**config.mk**
```make
export PLATFORM = sky130hd
export DESIGN_NAME = mavlink_v2_frame_receiver_top
export DESIGN_NICKNAME = d
export VERILOG_FILES = /design/src/rtl/mvr_pkg.sv /design/src/rtl/mvr_cfg_regs.sv /design/src/rtl/mvr_parser.sv /design/src/rtl/mvr_out_buf.sv /design/src/rtl/mavlink_v2_frame_receiver_top.sv
export SDC_FILE = /design/constraint.sdc
export NUM_CORES = 1
export LEC_CHECK = 0
export ABC_CLOCK_PERIOD_IN_PS = 8300
export BUFFER_PORTS_ARGS = -buffer_cell sky130_fd_sc_hd__buf_4
export CAP_MARGIN = 20
export CORE_MARGIN = 2
export CORE_UTILIZATION = 45
export DETAILED_ROUTE_END_ITERATION = 10
export PLACE_DENSITY_LB_ADDON = 0.08
export SLEW_MARGIN = 30
export SYNTH_ARGS = -nofsm -noshare
export SYNTH_HDL_FRONTEND = slang
export SYNTH_SLANG_ARGS = --single-unit
```
**constraint.sdc**
```tcl
create_clock -name clk -period 8.3 [get_ports clk]
set_clock_uncertainty 0.15 [all_clocks]
set_input_delay 0.415 -clock clk [delete_from_list [all_inputs] [get_ports clk]]
set_output_delay 0.415 -clock clk [all_outputs]
set_load 0.005 [all_outputs]
```
**src/rtl/mvr_pkg.sv**
```systemverilog
// ----------------------------------------------------------------------------
// mvr_pkg
// Shared types, register indexes and the CRC step for the v2 frame receiver.
// ----------------------------------------------------------------------------
package mvr_pkg;

  // Configuration register indexes
  localparam int unsigned CFG_IDX_W = 2;
  localparam logic [CFG_IDX_W-1:0] REG_START_MARKER = 2'd0;
  localparam logic [CFG_IDX_W-1:0] REG_CRC_EXTRA    = 2'd1;
  localparam logic [CFG_IDX_W-1:0] REG_MAX_PAYLOAD  = 2'd2;

  // Reset values of the registers
  localparam logic [7:0] START_MARKER_RST = 8'd253;
  localparam logic [7:0] CRC_EXTRA_RST    = 8'd0;
  localparam logic [7:0] MAX_PAYLOAD_RST  = 8'd20;

  localparam logic [15:0] CRC_SEED = 16'hFFFF;

  // Result kinds
  localparam logic RES_PAYLOAD   = 1'b0;
  localparam logic RES_FRAME_END = 1'b1;

  // Live configuration seen by the parser
  typedef struct packed {
    logic [7:0] start_marker;
    logic [7:0] crc_extra_byte;
    logic [7:0] max_payload_length;
  } cfg_t;

  // One result word
  typedef struct packed {
    logic        result_kind;
    logic [7:0]  data_byte;
    logic [7:0]  payload_index;
    logic [7:0]  payload_length;
    logic [7:0]  system_id;
    logic [7:0]  component_id;
    logic [23:0] message_id;
    logic        crc_match;
    logic        over_length;
  } res_t;

  // One byte of the X.25 / MCRF4XX checksum
  function automatic logic [15:0] crc_fold(input logic [15:0] crc, input logic [7:0] b);
    logic [7:0] t;
    t = b ^ crc[7:0];
    t = t ^ {t[3:0], 4'b0000};
    return {8'h00, crc[15:8]} ^ {t, 8'h00} ^ {5'b00000, t, 3'b000} ^ {12'h000, t[7:4]};
  endfunction

endpackage

```
**src/rtl/mvr_cfg_regs.sv**
```systemverilog
// ----------------------------------------------------------------------------
// mvr_cfg_regs
// Configuration register file: start marker, CRC extra byte, length limit.
// ----------------------------------------------------------------------------
module mvr_cfg_regs
  import mvr_pkg::*;
(
  input  logic                 clk,
  input  logic                 rst_n,
  input  logic                 wr_en,
  input  logic [CFG_IDX_W-1:0] wr_index,
  input  logic [7:0]           wr_data,
  output cfg_t                 cfg
);

  logic [7:0] start_marker_r, start_marker_nxt;
  logic [7:0] crc_extra_r, crc_extra_nxt;
  logic [7:0] max_payload_r, max_payload_nxt;

  // decode the write; unknown index is dropped
  always_comb begin
    start_marker_nxt = start_marker_r;
    crc_extra_nxt    = crc_extra_r;
    max_payload_nxt  = max_payload_r;
    if (wr_en) begin
      case (wr_index)
        REG_START_MARKER: start_marker_nxt = wr_data;
        REG_CRC_EXTRA:    crc_extra_nxt    = wr_data;
        REG_MAX_PAYLOAD:  max_payload_nxt  = wr_data;
        default: ;
      endcase
    end
  end

  always_ff @(posedge clk) begin
    if (!rst_n) begin
      start_marker_r <= START_MARKER_RST;
      crc_extra_r    <= CRC_EXTRA_RST;
      max_payload_r  <= MAX_PAYLOAD_RST;
    end else begin
      start_marker_r <= start_marker_nxt;
      crc_extra_r    <= crc_extra_nxt;
      max_payload_r  <= max_payload_nxt;
    end
  end

  assign cfg.start_marker       = start_marker_r;
  assign cfg.crc_extra_byte     = crc_extra_r;
  assign cfg.max_payload_length = max_payload_r;

endmodule

```
**src/rtl/mvr_parser.sv**
```systemverilog
// ----------------------------------------------------------------------------
// mvr_parser
// Frame state machine: hunt, header capture, payload stream, checksum check.
// ----------------------------------------------------------------------------
module mvr_parser
  import mvr_pkg::*;
(
  input  logic       clk,
  input  logic       rst_n,
  input  cfg_t       cfg,
  input  logic       byte_en,
  input  logic [7:0] rx_byte,
  output logic       res_push,
  output res_t       res
);

  localparam logic [2:0] PH_HUNT    = 3'd0;
  localparam logic [2:0] PH_HEADER  = 3'd1;
  localparam logic [2:0] PH_PAYLOAD = 3'd2;
  localparam logic [2:0] PH_CRC_LO  = 3'd3;
  localparam logic [2:0] PH_CRC_HI  = 3'd4;

  // header byte positions after the start byte
  localparam logic [7:0] HB_LEN    = 8'd1;
  localparam logic [7:0] HB_SYS    = 8'd5;
  localparam logic [7:0] HB_COMP   = 8'd6;
  localparam logic [7:0] HB_MSG0   = 8'd7;
  localparam logic [7:0] HB_MSG1   = 8'd8;
  localparam logic [7:0] HB_MSG2   = 8'd9;
  localparam logic [7:0] HB_LAST   = 8'd9;

  logic [2:0]  phase_r, phase_nxt;
  logic [7:0]  byte_count_r, byte_count_nxt;
  logic [7:0]  frame_length_r, frame_length_nxt;
  logic [7:0]  sys_r, sys_nxt;
  logic [7:0]  comp_r, comp_nxt;
  logic [23:0] msg_r, msg_nxt;
  logic [15:0] crc_r, crc_nxt;
  logic [7:0]  crc_lo_r, crc_lo_nxt;

  logic [15:0] crc_byte;
  logic [8:0]  idx_plus1;

  assign crc_byte  = crc_fold(crc_r, rx_byte);
  assign idx_plus1 = {1'b0, byte_count_r} + 9'd1;

  // next state and result for one accepted byte
  always_comb begin
    phase_nxt        = phase_r;
    byte_count_nxt   = byte_count_r;
    frame_length_nxt = frame_length_r;
    sys_nxt          = sys_r;
    comp_nxt         = comp_r;
    msg_nxt          = msg_r;
    crc_nxt          = crc_r;
    crc_lo_nxt       = crc_lo_r;
    res_push         = 1'b0;

    res.result_kind    = RES_PAYLOAD;
    res.data_byte      = 8'h00;
    res.payload_index  = 8'h00;
    res.payload_length = frame_length_r;
    res.system_id      = sys_r;
    res.component_id   = comp_r;
    res.message_id     = msg_r;
    res.crc_match      = 1'b0;
    res.over_length    = 1'b0;

    if (byte_en) begin
      case (phase_r)
        PH_HUNT: begin
          if (rx_byte == cfg.start_marker) begin
            crc_nxt        = crc_fold(CRC_SEED, rx_byte);
            byte_count_nxt = 8'd1;
            phase_nxt      = PH_HEADER;
          end
        end
        PH_HEADER: begin
          crc_nxt        = crc_byte;
          byte_count_nxt = byte_count_r + 8'd1;
          case (byte_count_r)
            HB_LEN:  frame_length_nxt = rx_byte;
            HB_SYS:  sys_nxt          = rx_byte;
            HB_COMP: comp_nxt         = rx_byte;
            HB_MSG0: msg_nxt          = {16'h0000, rx_byte};
            HB_MSG1: msg_nxt          = {8'h00, rx_byte, msg_r[7:0]};
            HB_MSG2: msg_nxt          = {rx_byte, msg_r[15:0]};
            default: ;
          endcase
          if (byte_count_r == HB_LAST) begin
            byte_count_nxt = 8'd0;
            if (frame_length_r == 8'd0) begin
              // empty payload: fold the extra byte now
              crc_nxt   = crc_fold(crc_byte, cfg.crc_extra_byte);
              phase_nxt = PH_CRC_LO;
            end else begin
              phase_nxt = PH_PAYLOAD;
            end
          end
        end
        PH_PAYLOAD: begin
          res_push          = 1'b1;
          res.data_byte     = rx_byte;
          res.payload_index = byte_count_r;
          crc_nxt           = crc_byte;
          byte_count_nxt    = byte_count_r + 8'd1;
          if (idx_plus1 >= {1'b0, frame_length_r}) begin
            byte_count_nxt = 8'd0;
            crc_nxt        = crc_fold(crc_byte, cfg.crc_extra_byte);
            phase_nxt      = PH_CRC_LO;
          end
        end
        PH_CRC_LO: begin
          crc_lo_nxt = rx_byte;
          phase_nxt  = PH_CRC_HI;
        end
        PH_CRC_HI: begin
          res_push        = 1'b1;
          res.result_kind = RES_FRAME_END;
          res.crc_match   = ({rx_byte, crc_lo_r} == crc_r);
          res.over_length = (frame_length_r > cfg.max_payload_length);
          phase_nxt       = PH_HUNT;
          byte_count_nxt  = 8'd0;
          crc_nxt         = CRC_SEED;
        end
        default: begin
          phase_nxt      = PH_HUNT;
          byte_count_nxt = 8'd0;
          crc_nxt        = CRC_SEED;
        end
      endcase
    end
  end

  always_ff @(posedge clk) begin
    if (!rst_n) begin
      phase_r        <= PH_HUNT;
      byte_count_r   <= 8'd0;
      frame_length_r <= 8'd0;
      sys_r          <= 8'd0;
      comp_r         <= 8'd0;
      msg_r          <= 24'd0;
      crc_r          <= CRC_SEED;
      crc_lo_r       <= 8'd0;
    end else begin
      phase_r        <= phase_nxt;
      byte_count_r   <= byte_count_nxt;
      frame_length_r <= frame_length_nxt;
      sys_r          <= sys_nxt;
      comp_r         <= comp_nxt;
      msg_r          <= msg_nxt;
      crc_r          <= crc_nxt;
      crc_lo_r       <= crc_lo_nxt;
    end
  end

  // payload phase is only entered with a nonzero length
  assert property (@(posedge clk) disable iff (!rst_n)
    (phase_r == PH_PAYLOAD) |-> (frame_length_r != 8'd0))
    else $error("payload phase with zero frame length");

  // header counter stays inside the nine header bytes
  assert property (@(posedge clk) disable iff (!rst_n)
    (phase_r == PH_HEADER) |-> (byte_count_r >= HB_LEN && byte_count_r <= HB_LAST))
    else $error("header byte counter out of range");

endmodule

```
**src/rtl/mvr_out_buf.sv**
```systemverilog
// ----------------------------------------------------------------------------
// mvr_out_buf
// Result register with a skid stage so the input side sees a registered ready.
// ----------------------------------------------------------------------------
module mvr_out_buf
  import mvr_pkg::*;
(
  input  logic clk,
  input  logic rst_n,
  input  logic push,
  input  res_t push_res,
  output logic can_push,
  output logic out_valid,
  input  logic out_ready,
  output res_t out_res
);

  logic main_valid_r, main_valid_nxt;
  logic skid_valid_r, skid_valid_nxt;
  res_t main_r, main_nxt;
  res_t skid_r, skid_nxt;
  logic slot_free;

  assign slot_free = !main_valid_r || out_ready;
  assign can_push  = !skid_valid_r;

  // main register drains first; skid catches a word while main is stalled
  always_comb begin
    main_valid_nxt = main_valid_r;
    skid_valid_nxt = skid_valid_r;
    main_nxt       = main_r;
    skid_nxt       = skid_r;
    if (skid_valid_r) begin
      if (out_ready) begin
        main_nxt       = skid_r;
        main_valid_nxt = 1'b1;
        skid_valid_nxt = 1'b0;
      end
    end else if (slot_free) begin
      main_valid_nxt = push;
      if (push) begin
        main_nxt = push_res;
      end
    end else if (push) begin
      skid_nxt       = push_res;
      skid_valid_nxt = 1'b1;
    end
  end

  always_ff @(posedge clk) begin
    if (!rst_n) begin
      main_valid_r <= 1'b0;
      skid_valid_r <= 1'b0;
    end else begin
      main_valid_r <= main_valid_nxt;
      skid_valid_r <= skid_valid_nxt;
    end
  end

  always_ff @(posedge clk) begin
    main_r <= main_nxt;
    skid_r <= skid_nxt;
  end

  assign out_valid = main_valid_r;
  assign out_res   = main_r;

  // skid only ever holds a word behind a full main register
  assert property (@(posedge clk) disable iff (!rst_n)
    skid_valid_r |-> main_valid_r)
    else $error("skid word without main word");

  // skid fills only when main was stalled
  assert property (@(posedge clk) disable iff (!rst_n)
    $rose(skid_valid_r) |-> $past(main_valid_r && !out_ready))
    else $error("skid filled while main was draining");

  // no word is pushed while the skid is occupied
  assert property (@(posedge clk) disable iff (!rst_n)
    skid_valid_r |-> !push)
    else $error("word pushed into full buffer");

endmodule

```
**src/rtl/mavlink_v2_frame_receiver_top.sv**
```systemverilog
// ----------------------------------------------------------------------------
// mavlink_v2_frame_receiver_top
// MAVLink v2 frame receiver: one link byte in, payload bytes and reports out.
// ----------------------------------------------------------------------------
// Usage:
//   in_*  : one received link byte per word (in_valid / in_ready).
//   out_* : result words. Kind 0 carries one payload byte with its index,
//           kind 1 is the frame-end report with ids, length, CRC match and
//           over-length flag. Bytes outside a frame, header bytes and the
//           low checksum byte give no result.
//   cfg_* : register writes (start marker, CRC extra byte, length limit);
//           cfg_ready is always high. Write only while the block is idle.
// Throughput: one byte per cycle while in_ready is high. Each byte is handled
//   in a single pass through the parser logic into the output stage.
// Output: each result is registered in the output stage before it reaches out_*.
// Stall: a result register plus a one-word skid stage; in_ready is low only
//   while the skid holds a word, so one extra result word is absorbed after
//   out_ready drops, and no result is lost.
// Reset: rst_n (synchronous) clears the parser to hunting, seeds the CRC to
//   0xFFFF, restores the register defaults and empties the output stage.
// ----------------------------------------------------------------------------
module mavlink_v2_frame_receiver_top
  import mvr_pkg::*;
(
  input  logic                 clk,
  input  logic                 rst_n,
  // link bytes
  input  logic                 in_valid,
  output logic                 in_ready,
  input  logic [7:0]           in_rx_byte,
  // results
  output logic                 out_valid,
  input  logic                 out_ready,
  output logic                 out_result_kind,
  output logic [7:0]           out_data_byte,
  output logic [7:0]           out_payload_index,
  output logic [7:0]           out_payload_length,
  output logic [7:0]           out_system_id,
  output logic [7:0]           out_component_id,
  output logic [23:0]          out_message_id,
  output logic                 out_crc_match,
  output logic                 out_over_length,
  // configuration writes
  input  logic                 cfg_valid,
  output logic                 cfg_ready,
  input  logic [CFG_IDX_W-1:0] cfg_index,
  input  logic [7:0]           cfg_data
);

  cfg_t cfg;
  res_t res;
  res_t out_res;
  logic res_push;
  logic can_push;
  logic byte_en;

  assign cfg_ready = 1'b1;
  assign in_ready  = can_push;
  assign byte_en   = in_valid && can_push;

  mvr_cfg_regs u_cfg (
    .clk      (clk),
    .rst_n    (rst_n),
    .wr_en    (cfg_valid),
    .wr_index (cfg_index),
    .wr_data  (cfg_data),
    .cfg      (cfg)
  );

  mvr_parser u_parser (
    .clk      (clk),
    .rst_n    (rst_n),
    .cfg      (cfg),
    .byte_en  (byte_en),
    .rx_byte  (in_rx_byte),
    .res_push (res_push),
    .res      (res)
  );

  mvr_out_buf u_out (
    .clk       (clk),
    .rst_n     (rst_n),
    .push      (res_push),
    .push_res  (res),
    .can_push  (can_push),
    .out_valid (out_valid),
    .out_ready (out_ready),
    .out_res   (out_res)
  );

  assign out_result_kind    = out_res.result_kind;
  assign out_data_byte      = out_res.data_byte;
  assign out_payload_index  = out_res.payload_index;
  assign out_payload_length = out_res.payload_length;
  assign out_system_id      = out_res.system_id;
  assign out_component_id   = out_res.component_id;
  assign out_message_id     = out_res.message_id;
  assign out_crc_match      = out_res.crc_match;
  assign out_over_length    = out_res.over_length;

endmodule

```
* Word level (Yosys, flattened, before mapping)
Cells that the tools add are included.
** Storage, ports and cells
- Bits in registers :: 243
- Bits of input ports :: 23
- Output and inout bits :: 70
- Word-level logic and storage cells :: 134
** Cells by class
- $add $sub $neg :: 2
- $lt $le $gt $ge :: 2
- Eq/ne operators :: 18
- Multiplexer cells :: 33
- Bitwise operators :: 19
- Reductions and logical operators :: 27
** Operator list (number)
- 67-bit 2-to-1 mux :: 4
- 16-bit 2-to-1 mux :: 5
- 24-bit case mux with 3 select lines :: 1
- 16-bit case mux with 4 select lines :: 1
- 16-bit by 11-bit XOR with 16-bit output :: 3
- 16-bit by 4-bit XOR with 16-bit output :: 3
- 8-bit XOR :: 5
- 8-bit case mux with 4 select lines :: 1
- 8-bit by 16-bit XOR with 16-bit output :: 2
- 8-bit by 3-bit equality test with 1-bit output (second input constant) :: 3
- 8-bit 2-to-1 mux :: 3
- 3-bit AND reduction :: 7
- 17-bit 2-to-1 mux :: 1
- 16-bit equality test :: 1
- 8-bit by 4-bit equality test with 1-bit output (second input constant) :: 2
- 3-bit case mux with 4 select lines :: 1
- 1-bit 2-to-1 mux :: 11
- 2-bit AND reduction :: 5
- 8-bit by 1-bit adder with 9-bit output (second input constant) :: 1
- 9-bit by 8-bit >= comparator with 1-bit output :: 1
- 3-bit 2-to-1 mux :: 3
- 8-bit by 1-bit adder with 8-bit output (second input constant) :: 1
- 8-bit by 1-bit equality test with 1-bit output (second input constant) :: 1
- 8-bit equality test :: 1
- 22 further kinds :: 34

* Longest topological paths before layout
Gate-level depths: netlist of the first run.
- Depth in word-level cells :: 13
- Depth in mapped cells :: 14
- Depth with buffers taken out :: 12

* Modules after synthesis
From an unflattened synthesis of the first run, not the netlist that was laid out.
** Unflattened totals
- Cell total of the unflattened synthesis :: 938
- Area total of the unflattened synthesis :: 11337.1 um2
** By module, submodules not included
- mvr_out_buf :: times used 1, cells each 221, area an instance 5272.6 um2, sequential area each 4063.9 um2
- mvr_parser :: times used 1, cells each 614, area an instance 5054.8 um2, sequential area each 1661.6 um2
- mvr_cfg_regs :: times used 1, cells each 100, area an instance 992.2 um2, sequential area each 480.5 um2
- mavlink_v2_frame_receiver_top :: times used 1, cells each 3, area an instance 17.5 um2, sequential area each 0.0 um2

* Least setup slack after synthesis of the first run
OpenSTA, ideal clock, no wires.
- Path kind :: register -> register
- Start point :: register u_parser.phase_r[0]
- End point :: register u_out.skid_r[0] (netlist bit) (enable)
- Data arrival time :: 6104 ps
- Required time :: 7558 ps
- Slack :: 1454 ps
- Cell stages (with the launch flop) :: 7
- Clock period less this slack :: 6846 ps
- Cell sequence :: dfxtp_1 > clkbuf_1 > nor2_1 > and3_1 > clkbuf_1 > a21oi_1 > nor3b_1
** Between the ends
- Word-level cells in the longest chain between the ends :: 5
** RTL lines
- from (decl) :: line mvr_parser.sv:32 : logic [2:0] phase_r, phase_nxt;
- from (signal assigned) :: line mvr_parser.sv:146 : phase_r <= phase_nxt;
- 3-bit by 2-bit equality test with 1-bit output or 3-bit equality test (tied branches) :: line mvr_parser.sv:70 : case (phase_r)
- 2-bit OR reduction (no source line) *
- 1-bit 2-to-1 mux * :: line mvr_parser.sv:70
- 1-bit 2-to-1 mux * :: line mvr_parser.sv:69 : if (byte_en) begin
- 3-bit AND reduction (no source line) *
- to (signal assigned) :: line mvr_out_buf.sv:62 : skid_r <= skid_nxt;
- to (decl) :: line mvr_out_buf.sv:21 : res_t skid_r, skid_nxt;
Every way passes the cells marked *; elsewhere a longest branch is shown, timed or not.
A chain may end at the register's enable or synchronous reset.

* Worst setup path in the final report of the first run
- Start point :: register u_parser.byte_count_r[0]
- End point :: register u_parser.crc_r[6]
** Between the ends
- Word-level cells in the longest chain between the ends :: 4
** RTL lines
- from (decl) :: line mvr_parser.sv:33 : logic [7:0] byte_count_r, byte_count_nxt;
- from (signal assigned) :: line mvr_parser.sv:147 : byte_count_r <= byte_count_nxt;
- 8-bit by 1-bit adder with 9-bit output :: line mvr_parser.sv:45 : assign idx_plus1 = {1'b0, byte_count_r} + 9'd1;
- 9-bit by 8-bit >= comparator with 1-bit output :: line mvr_parser.sv:107 : if (idx_plus1 >= {1'b0, frame_length_r}) begin
- 16-bit 2-to-1 mux :: line mvr_parser.sv:107
- 16-bit case mux with 4 select lines * :: line mvr_parser.sv:70
- to (signal assigned) :: line mvr_parser.sv:152 : crc_r <= crc_nxt;
- to (decl) :: line mvr_parser.sv:38 : logic [15:0] crc_r, crc_nxt;
Marks and branches as above.

==> results of run 1 <==
==> through the flow <==
stage	instance area [µm²]	hold WS (ns)	worst slack, ns	cells
floorplan	11000	0.276	1.45	942
global placement	11900	0.289	4.60	1301
detailed placement	11900	0.293	4.57	1301
CTS	12800	0.0123	4.55	1356
global route	12800	0.0472	4.20	1356
finish	12800	0.0270	4.56	1356
==> worst max-delay path by stage <==
stage / from / end / slack (ns) / cells past startpoint
floorplan: u_parser.phase_r[0] / u_out.skid_r[0] / 1.45 / 6
global placement: u_parser.byte_count_r[0] / u_parser.crc_r[6] / 4.60 / 11
detailed placement: u_parser.byte_count_r[0] / u_parser.crc_r[6] / 4.57 / 11
CTS: u_parser.byte_count_r[0] / u_parser.crc_r[6] / 4.55 / 11
global route: u_parser.byte_count_r[0] / u_parser.crc_r[4] / 4.20 / 12
finish: u_parser.byte_count_r[0] / u_parser.crc_r[6] / 4.56 / 11
==> synthesized netlist by cell type (23+ instances only) <==
master    number  share of area
nor2_1        28         0.0095
mux2_2        40          0.041
dfxtp_1      109           0.20
xnor2_1       52          0.041
nand2_1       88          0.030
nand3_1       40          0.018
clkbuf_1      45          0.015
mux2i_1       25          0.023
a21boi_1      25          0.017
edfxtp_1     134           0.37
nor2b_1       59          0.034
a21o_1        23          0.016
xor2_1        33          0.026
==> cell type report <==
type                            count  area [µm²]  area share
Clock buffer                       36         719      0.0560
Clock inverter                     12         133      0.0103
Inverter                           21        78.8     0.00613
Multi-Input combinational cell    617        4510       0.351
Sequential cell                   243        6210       0.483
Tap cell                          324         405      0.0316
Timing Repair Buffer              103         791      0.0615
==> power groups by stage <==
stage	clock network, µW	logic [µW]	registers (µW)
global route	1240	157	1260
floorplan	0	105	1290
global placement	0	144	1290
finish	1160	146	1260
detailed placement	0	143	1290
CTS	1180	146	1260
==> repair_timing <==
action	CTS	global route
hold buffers	7	0
setup buffers	0	0
endpoints found under the hold margin	8	0
==> worst reg2reg max path: cells and delay by family, from the launching register on <==
kind / cells / cell delay [ns]
xor gates and xnor gates: 1 / 0.25
and+or+nand+nor: 4 / 0.92
DFF: 1 / 0.46
AOI/OAI and AO/OA: 4 / 1.17
adders and majority gates: 2 / 0.70
==> layer usage <==
| layer | wire [µm] | vias to the layer above | track usage | share of wire |
|---|---|---|---|---|
| met4 | 430 | 0 | 0.0512 | 0.017 |
| li1 | - | 3490 | - | - |
| met1 | 11700 | 3449 | 0.271 | 0.46 |
| met3 | 1150 | 36 | 0.0274 | 0.046 |
| met5 | 0 | - | 0 | 0 |
| met2 | 11900 | 148 | 0.318 | 0.47 |
==> registers in the layout (all words and copies together) (netlist names) <==
name	flops
u_out.out_res	67
u_out.skid_r	67
u_parser.msg_r	24
u_parser.crc_r	16
u_cfg.crc_extra_r	8
u_cfg.max_payload_r	8
u_cfg.start_marker_r	8
u_parser.byte_count_r	8
u_parser.comp_r	8
u_parser.crc_lo_r	8
u_parser.frame_length_r	8
u_parser.sys_r	8
u_parser.phase_r	3
u_out.out_valid	1
u_out.skid_valid_r	1
==> cells by family (layout without fill, tap and decap cells) <==
family | Yosys count | in the layout | share of synthesized area
xor+xnor | 95 | 95 | 0.0853
compound gates | 153 | 153 | 0.100
mux | 65 | 65 | 0.0636
simple gates | 282 | 282 | 0.132
buf+inv | 82 | 172 | 0.0308
fa+ha+maj | 21 | 21 | 0.0239
flops | 243 | 243 | 0.564
other cells | 1 | 1 | 0.000341
==> impl_metrics.ini, run 1 <==
[power]
p_leak_uw = 0.00489
p_sw_uw = 551
p_per_area_nw_per_um2 = 200
ir_drop_mv = 0.161
comb_power_share = 0.057
power_frac_clock = 0.452
p_seq_frac = 0.492
switching_share = 0.214
power_uw = 2570
p_int_uw = 2020

[worst_setup_path]
reg2reg_slack_ns = 4.56
startpoint_type = flop
crit_path_cell_trace = ha_1, nand2_1, nor2_1, xor2_1, ha_1, and3_1, a221oi_1, o2111ai_1, a21o_1, or3b_1, a2bb2oi_1
critPathMostFrequentCell = ha_1
critPathKind = reg2reg
end_kind = flop
reg2reg_to = u_parser.crc_r[6]
cpMaxStageDelayCell = dfxtp_1
max_stage_delay_ns = 0.46
cp.arrival_ns = 4.06
crit_fanout = 18
crit_buf_inv = 0
r2r_cells = 11
worst_ep_required_time_ns = 8.61
rr_startpoint = u_parser.byte_count_r[0]
critPathTopFamily = compound AO/OA/AOI/OAI gates

[clocking]
clockBufferDepth = 3
cts_tree = done
cts_root_buf = clkbuf_16
ctsResizeCount = 0
htreeDepth = 1
cts.sinks = 243
clock_latency_ns = 0.53
numCtsBuffers = 26
clk_pin_slew_ns = 0.06

[timing]
setup_viol = 0
fmax_mhz = 267
rsz0062_at_grt = false
period_minus_slack_ns = 3.74
finalCritPeriodShare = 0.451
hold_viol = 0
slew_headroom = 0.378
finalSetupTns_ns = 0
drv_slew = 0
worst_pin_slew_ns = 0.933

[synth]
ys_ff_latch = 243
ys_types = 62
syn_area_per_cell_um2 = 11.7
postSynth.asyncResetShare = 0
synthFlopType = edfxtp_1
yosysWarnings = 0
synth_area_um2 = 11000
synth_nets = 986
postSynthCellCount = 942
synth_edf_count = 134
ys_seq_area_frac = 0.564

[global_routing]
grt_use_total = 0.194
grt_pass1_vias = 6784
overflow = 0
grt_max_degree = 100
antenna_found_initial = 1
grt_pass1_wl_um = 39200

[min_path]
hp-start = cfg_data[1]
holdPathStages = 3
hold_class = in2reg
hold_path_end = u_cfg.start_marker_r[1]

[job]
cap_violations = 0

[placement]
hpwl_um = 16000
place_congestion = 0.842
port_buffers = 91

[route]
route.detailed.drc = 0
routed_via_density = 5.25
route.vias.total = 7123
ant_nets = 0
wl_per_cell_um = 18.6
wl_um = 25200
initialDrtViolationCount = 374
dr.pass1.iters = 5

[floorplanning]
initial_core_util = 0.455
io_pins = 93
die-width_um = 160
placementRows = 57
core_um2 = 24200
die_h_um = 160
dieArea_um2 = 25700

[final_layout]
fillers = 2140
layout_commonest_cell = edfxtp_1
area_growth_pct = 16.7
drive_above_1_share = 0.189
final_net_count = 1056
diodes = 0
utilization = 0.531
mostFrequentLayoutCells = edfxtp_1, dfxtp_1, buf_4

[run_status]
status = finished, final reports clean
(Power assumes the default switching activity.)
==> run 2, diff against run 1 <==
Settings changed: ABC_CLOCK_PERIOD_IN_PS 8300 to 3500.
Clock period 8.3 ns to 3.5 ns, I/O delays scaled along.
==> run 2 against run 1 <==
Effect of this change: clock power up 120%; worst hold slack worse by 0.020 ns; power up 130%; sequential power up 140%; final cell count up 3.2%; first-iteration DRC count up 6.4%; combinational power rose to 2.5 times the previous value; die area unchanged; final area up 2.9%; utilization up 1.6 points; critical path depth up 2; global-route usage up 0.36 points.
==> impl_metrics.ini, run 2 (same netlist as run 1, synthesis figures left out) <==
[run_status]
status = finished, final reports clean

[global_routing]
grt_pass1_vias = 6860
antenna_found_initial = 0
grt_max_degree = 98
grt_use_total = 0.197
grt_pass1_wl_um = 40200
overflow = 0

[clocking]
cts_root_buf = clkbuf_16
numCtsBuffers = 26
clockBufferDepth = 3
clk_pin_slew_ns = 0.06
clock_latency_ns = 0.53
cts_tree = done
htreeDepth = 1
cts.sinks = 243

[timing]
worst_pin_slew_ns = 0.947
slew_headroom = 0.368
period_minus_slack_ns = 3.22
hold_viol = 0
finalCritPeriodShare = 0.920
holdWs_ns = 0.00656
drv_slew = 0
setup_viol = 0
worst_slack_ns = 0.280
fmax_mhz = 311
finalSetupTns_ns = 0
rsz0062_at_grt = false

[floorplanning]
io_pins = 93
placementRows = 57
dieArea_um2 = 25700
die_h_um = 160
initial_core_util = 0.455
die-width_um = 160
core_um2 = 24200

[worst_setup_path]
startpoint_type = flop
crit_fanout = 7
end_kind = flop
cp.arrival_ns = 3.43
critPathKind = reg2reg
max_stage_delay_ns = 0.43
critPathTopFamily = compound AO/OA/AOI/OAI gates
worst_ep_required_time_ns = 3.71
crit_buf_inv = 1
cpMaxStageDelayCell = dfxtp_1
crit_path_cell_trace = ha_1, nand2_1, nor2_1, xor2_1, ha_1, and3_1, a221oi_2, o211ai_1, a21oi_4, buf_4, nor2_1, nor4_1, o21ai_1

[placement]
hpwl_um = 15800
place_congestion = 0.855
port_buffers = 91
pre_cts_ws_ns = 0.0916

[route]
initialDrtViolationCount = 398
wl_per_cell_um = 18.1
routed_via_density = 5.21
wl_um = 25300
ant_nets = 0
route.vias.total = 7300
route.detailed.drc = 0
dr.pass1.iters = 5

[final_layout]
diodes = 0
final_net_count = 1100
drive_above_1_share = 0.199
mostFrequentLayoutCells = edfxtp_1, buf_4, dfxtp_1
layout_commonest_cell = edfxtp_1
area_growth_pct = 20.1

[job]
cap_violations = 0

[power]
p_leak_uw = 0.00502
p_per_area_nw_per_um2 = 449
ir_drop_mv = 0.289

[min_path]
hold_class = in2reg
[run 2: cell types whose count changed in the layout (fill, tap and decap cells not counted), sizes merged]
cell         previous run  this run
clkinv                  7        13
clkbuf                 36        32
inv                    21        22
bufinv                  3         1
clkinvlp                2         1
buf                    96       112
dlygate4sd3             7        35
[run 2: metrics by stage]
stage               utilization  instance area, µm²  power, µW  std cells
floorplan                     -               11000       3310        942
detailed placement        0.499               12100       3400       1317
global route              0.547               13200       6160       1400
global placement          0.499               12100       3400       1317
CTS                       0.546               13200       6020       1400
finish                    0.547               13200       5940       1400
[run 2: layout make-up]
| cell class | instances | area, µm² |
|---|---|---|
| Fill cell | 2077 | 11000 |
| Sequential cell | 243 | 6210 |
| Multi-Input combinational cell | 617 | 4510 |
| Timing Repair Buffer | 147 | 1220 |
| Clock buffer | 32 | 694 |
| Tap cell | 324 | 405 |
| Clock inverter | 16 | 108 |
| Inverter | 21 | 78.8 |
[run 2: final timing paths]
kind                                                end                startpoint  cells past startpoint  slack (ns)
worst max-delay path                 u_parser.crc_r[13]  u_parser.byte_count_r[1]                     13        0.28
worst max register to register       u_parser.crc_r[13]  u_parser.byte_count_r[1]                     13        0.28
worst min-delay path            u_cfg.start_marker_r[1]                 cfg_valid                      4       0.007
worst min register to register         u_out.skid_r[27]        u_parser.comp_r[1]                      0        0.31
[run 2: what timing repair did]
action | in CTS | in global routing
gates resized for setup | 0 | 3
hold buffers | 35 | 0
hold endpoints to repair | 69 | 0
buffers inserted | 0 | 0
setup endpoints to repair | 0 | 8
[run 2: layer usage]
metal / vias to the layer above / GRT usage / wire length (µm)
li1: 3582 / - / -
met1: 3540 / 0.293 / 12300
met2: 152 / 0.313 / 11600
met3: 26 / 0.0251 / 1100
met4: 0 / 0.0369 / 304
met5: - / 0 / 0
[run 2: power breakdown]
group | internal (µW) | total (µW) | switching (µW)
Combinational | 171 | 369 | 199
Clock | 1480 | 2570 | 1090
Sequential | 2990 | 3000 | 8.99
[run 2: worst register-to-register path, stage by stage, from the launching register on]
cell and delay [ns]:
dfxtp_1 0.43, ha_1 0.22, nand2_1 0.10, nor2_1 0.14, xor2_1 0.25, ha_1 0.28, and3_1 0.19, a221oi_2 0.26
o211ai_1 0.19, a21oi_4 0.27, buf_4 0.20, nor2_1 0.05, nor4_1 0.27, o21ai_1 0.08
==> run 3, diff against run 2 <==
==> constraint.sdc (replaced) <==
create_clock -name clk -period 3.5 [get_ports clk]
set_clock_uncertainty 0.15 [all_clocks]
set_input_delay 0 -clock clk [delete_from_list [all_inputs] [get_ports clk]]
set_output_delay 0 -clock clk [all_outputs]
set_load 0.005 [all_outputs]
==> run 3 against run 2 <==
Effect of this change: utilization about the same; worst hold slack better by 0.14 ns; sequential power about the same; count of clock-buffer cells in the layout unchanged; critical path type unchanged; critical endpoint unchanged; largest cell class unchanged.
==> impl_metrics.ini, run 3 (same netlist as run 1, synthesis figures left out) <==
[global_routing]
grt_util_met2 = 0.313
grt_pass1_wl_um = 40200
met1_usage = 0.293
grt_use_total = 0.197
grt_use_met3 = 0.0251
top_usage_layer = met2
overflow = 0
grt_pass1_vias = 6873
grt_max_degree = 98
antenna_found_initial = 0

[clocking]
cts_tree = done
htreeDepth = 1
clk_pin_slew_ns = 0.06
clockBufferDepth = 3
cts_root_buf = clkbuf_16
cts.sinks = 243
cts_setup_buffers = 0
numCtsBuffers = 26
clock_latency_ns = 0.52

[floorplanning]
initial_core_util = 0.455
placementRows = 57
core_um2 = 24200
io_pins = 93
dieArea_um2 = 25700
die-width_um = 160
die_h_um = 160

[power]
p_per_area_nw_per_um2 = 449
ir_drop_mv = 0.289
p_leak_uw = 0.00503

[worst_setup_path]
critPathTopFamily = compound AO/OA/AOI/OAI gates
end_kind = flop
worst_ep_required_time_ns = 3.71
reg2reg_slack_ns = 0.26
r2r_cells = 13
crit_path_cell_trace = ha_1, nand2_1, nor2_1, xor2_1, ha_1, and3_1, a221oi_2, o211ai_1, a21oi_4, buf_4, nor2_1, nor4_1, o21ai_1
cp.arrival_ns = 3.45
startpoint_type = flop
critical_path_depth = 13
crit_fanout = 7
crit_buf_inv = 1
cp-endpoint = u_parser.crc_r[13]
critPathKind = reg2reg
critPathLaunch = u_parser.byte_count_r[1]
rr_startpoint = u_parser.byte_count_r[1]
reg2reg_to = u_parser.crc_r[13]
max_stage_delay_ns = 0.43
cpMaxStageDelayCell = dfxtp_1

[route]
route.vias.total = 7291
dr.pass1.iters = 4
wl_per_cell_um = 18.1
ant_nets = 0
route.detailed.drc = 0
initialDrtViolationCount = 415
routed_via_density = 5.20
wl_um = 25400

[final_layout]
layout_commonest_cell = edfxtp_1
area_growth_pct = 20.2
mostFrequentLayoutCells = edfxtp_1, buf_4, dfxtp_1
final_net_count = 1101
drive_above_1_share = 0.199
diodes = 0
stdcell_count = 1401

[placement]
dpl.cell_count = 1317
place_congestion = 0.855
hpwl_um = 15800
port_buffers = 91

[timing]
finalSetupTns_ns = 0
slew_headroom = 0.363
setup_viol = 0
drv_slew = 0
rsz0062_at_grt = false
worst_pin_slew_ns = 0.955
period_minus_slack_ns = 3.24
finalCritPeriodShare = 0.925
fmax_mhz = 309
hold_viol = 0

[run_status]
status = finished, final reports clean

[min_path]
hold_class = in2reg

[job]
cap_violations = 0
-- run 3: changes by cell type in the layout (fill, tap and decap cells not counted) --
cell / previous run / this run
dlygate4sd3_1: 35 / 36
-- run 3: repair_timing --
item	4_1_cts	5_1_grt
hold buffers	36	0
resized for setup	0	3
endpoints found under the setup margin	0	8
endpoints found under the hold margin	172	0
-- run 3: final cells by class --
type / count / area (µm²)
fillers: 2076 / 10900
flip-flops and latches: 243 / 6210
multi-input cells: 617 / 4510
repair buffers: 148 / 1230
clock buffers: 32 / 694
well taps: 324 / 405
clock inverters: 16 / 108
inverters: 21 / 78.8
-- run 3: worst min path at each step --
| stage | startpoint | slack (ns) | cells past startpoint | endpoint |
|---|---|---|---|---|
| 2_1_floorplan | cfg_data[0] | -0.03 | 2 | u_cfg.start_marker_r[0] |
| 3_3_place_gp | cfg_data[7] | 0.1 | 3 | u_cfg.start_marker_r[7] |
| 3_5_place_dp | cfg_data[5] | 0.1 | 3 | u_cfg.start_marker_r[5] |
| 4_1_cts | cfg_data[4] | 0.12 | 4 | u_cfg.max_payload_r[4] |
| 5_1_grt | cfg_data[3] | 0.17 | 4 | u_cfg.max_payload_r[3] |
| 6_report | cfg_data[4] | 0.15 | 4 | u_cfg.max_payload_r[4] |
-- run 3: worst reg2reg max path, delay by kind of cell, from the launching register on --
kind                       cells  cell delay (ns)
DFF                            1             0.43
xor gates and xnor gates       1             0.25
adders and majority gates      2             0.50
AOI/OAI and AO/OA              4             0.81
buffers and inverters          1             0.20
and+or+nand+nor                5             0.75
-- run 3: where the power goes --
group          internal [µW]  switching (µW)  total [µW]
clock network           1480            1090        2570
logic                    172             199         371
registers               2990            9.02        3000
total                   4640            1300        5940
-- run 3: stage by stage --
stage | area [µm²] | hold slack (ns) | total power [µW] | util | setup slack, ns
2_1_floorplan | 11000 | -0.0258 | 3310 | - | 0.0243
3_3_place_gp | 12100 | 0.0968 | 3400 | 0.499 | 0.194
3_5_place_dp | 12100 | 0.0962 | 3400 | 0.499 | 0.0916
4_1_cts | 13200 | 0.122 | 6020 | 0.547 | 0.0532
5_1_grt | 13200 | 0.171 | 6160 | 0.547 | 0.0506
6_report | 13200 | 0.149 | 5940 | 0.547 | 0.262
-- run 3: routing by layer --
| layer | up-vias | part of all wire |
|---|---|---|
| met3 | 26 | 0.040 |
| met5 | - | 0 |
| met1 | 3529 | 0.49 |
| met2 | 151 | 0.46 |
| li1 | 3585 | - |
| met4 | 0 | 0.012 |
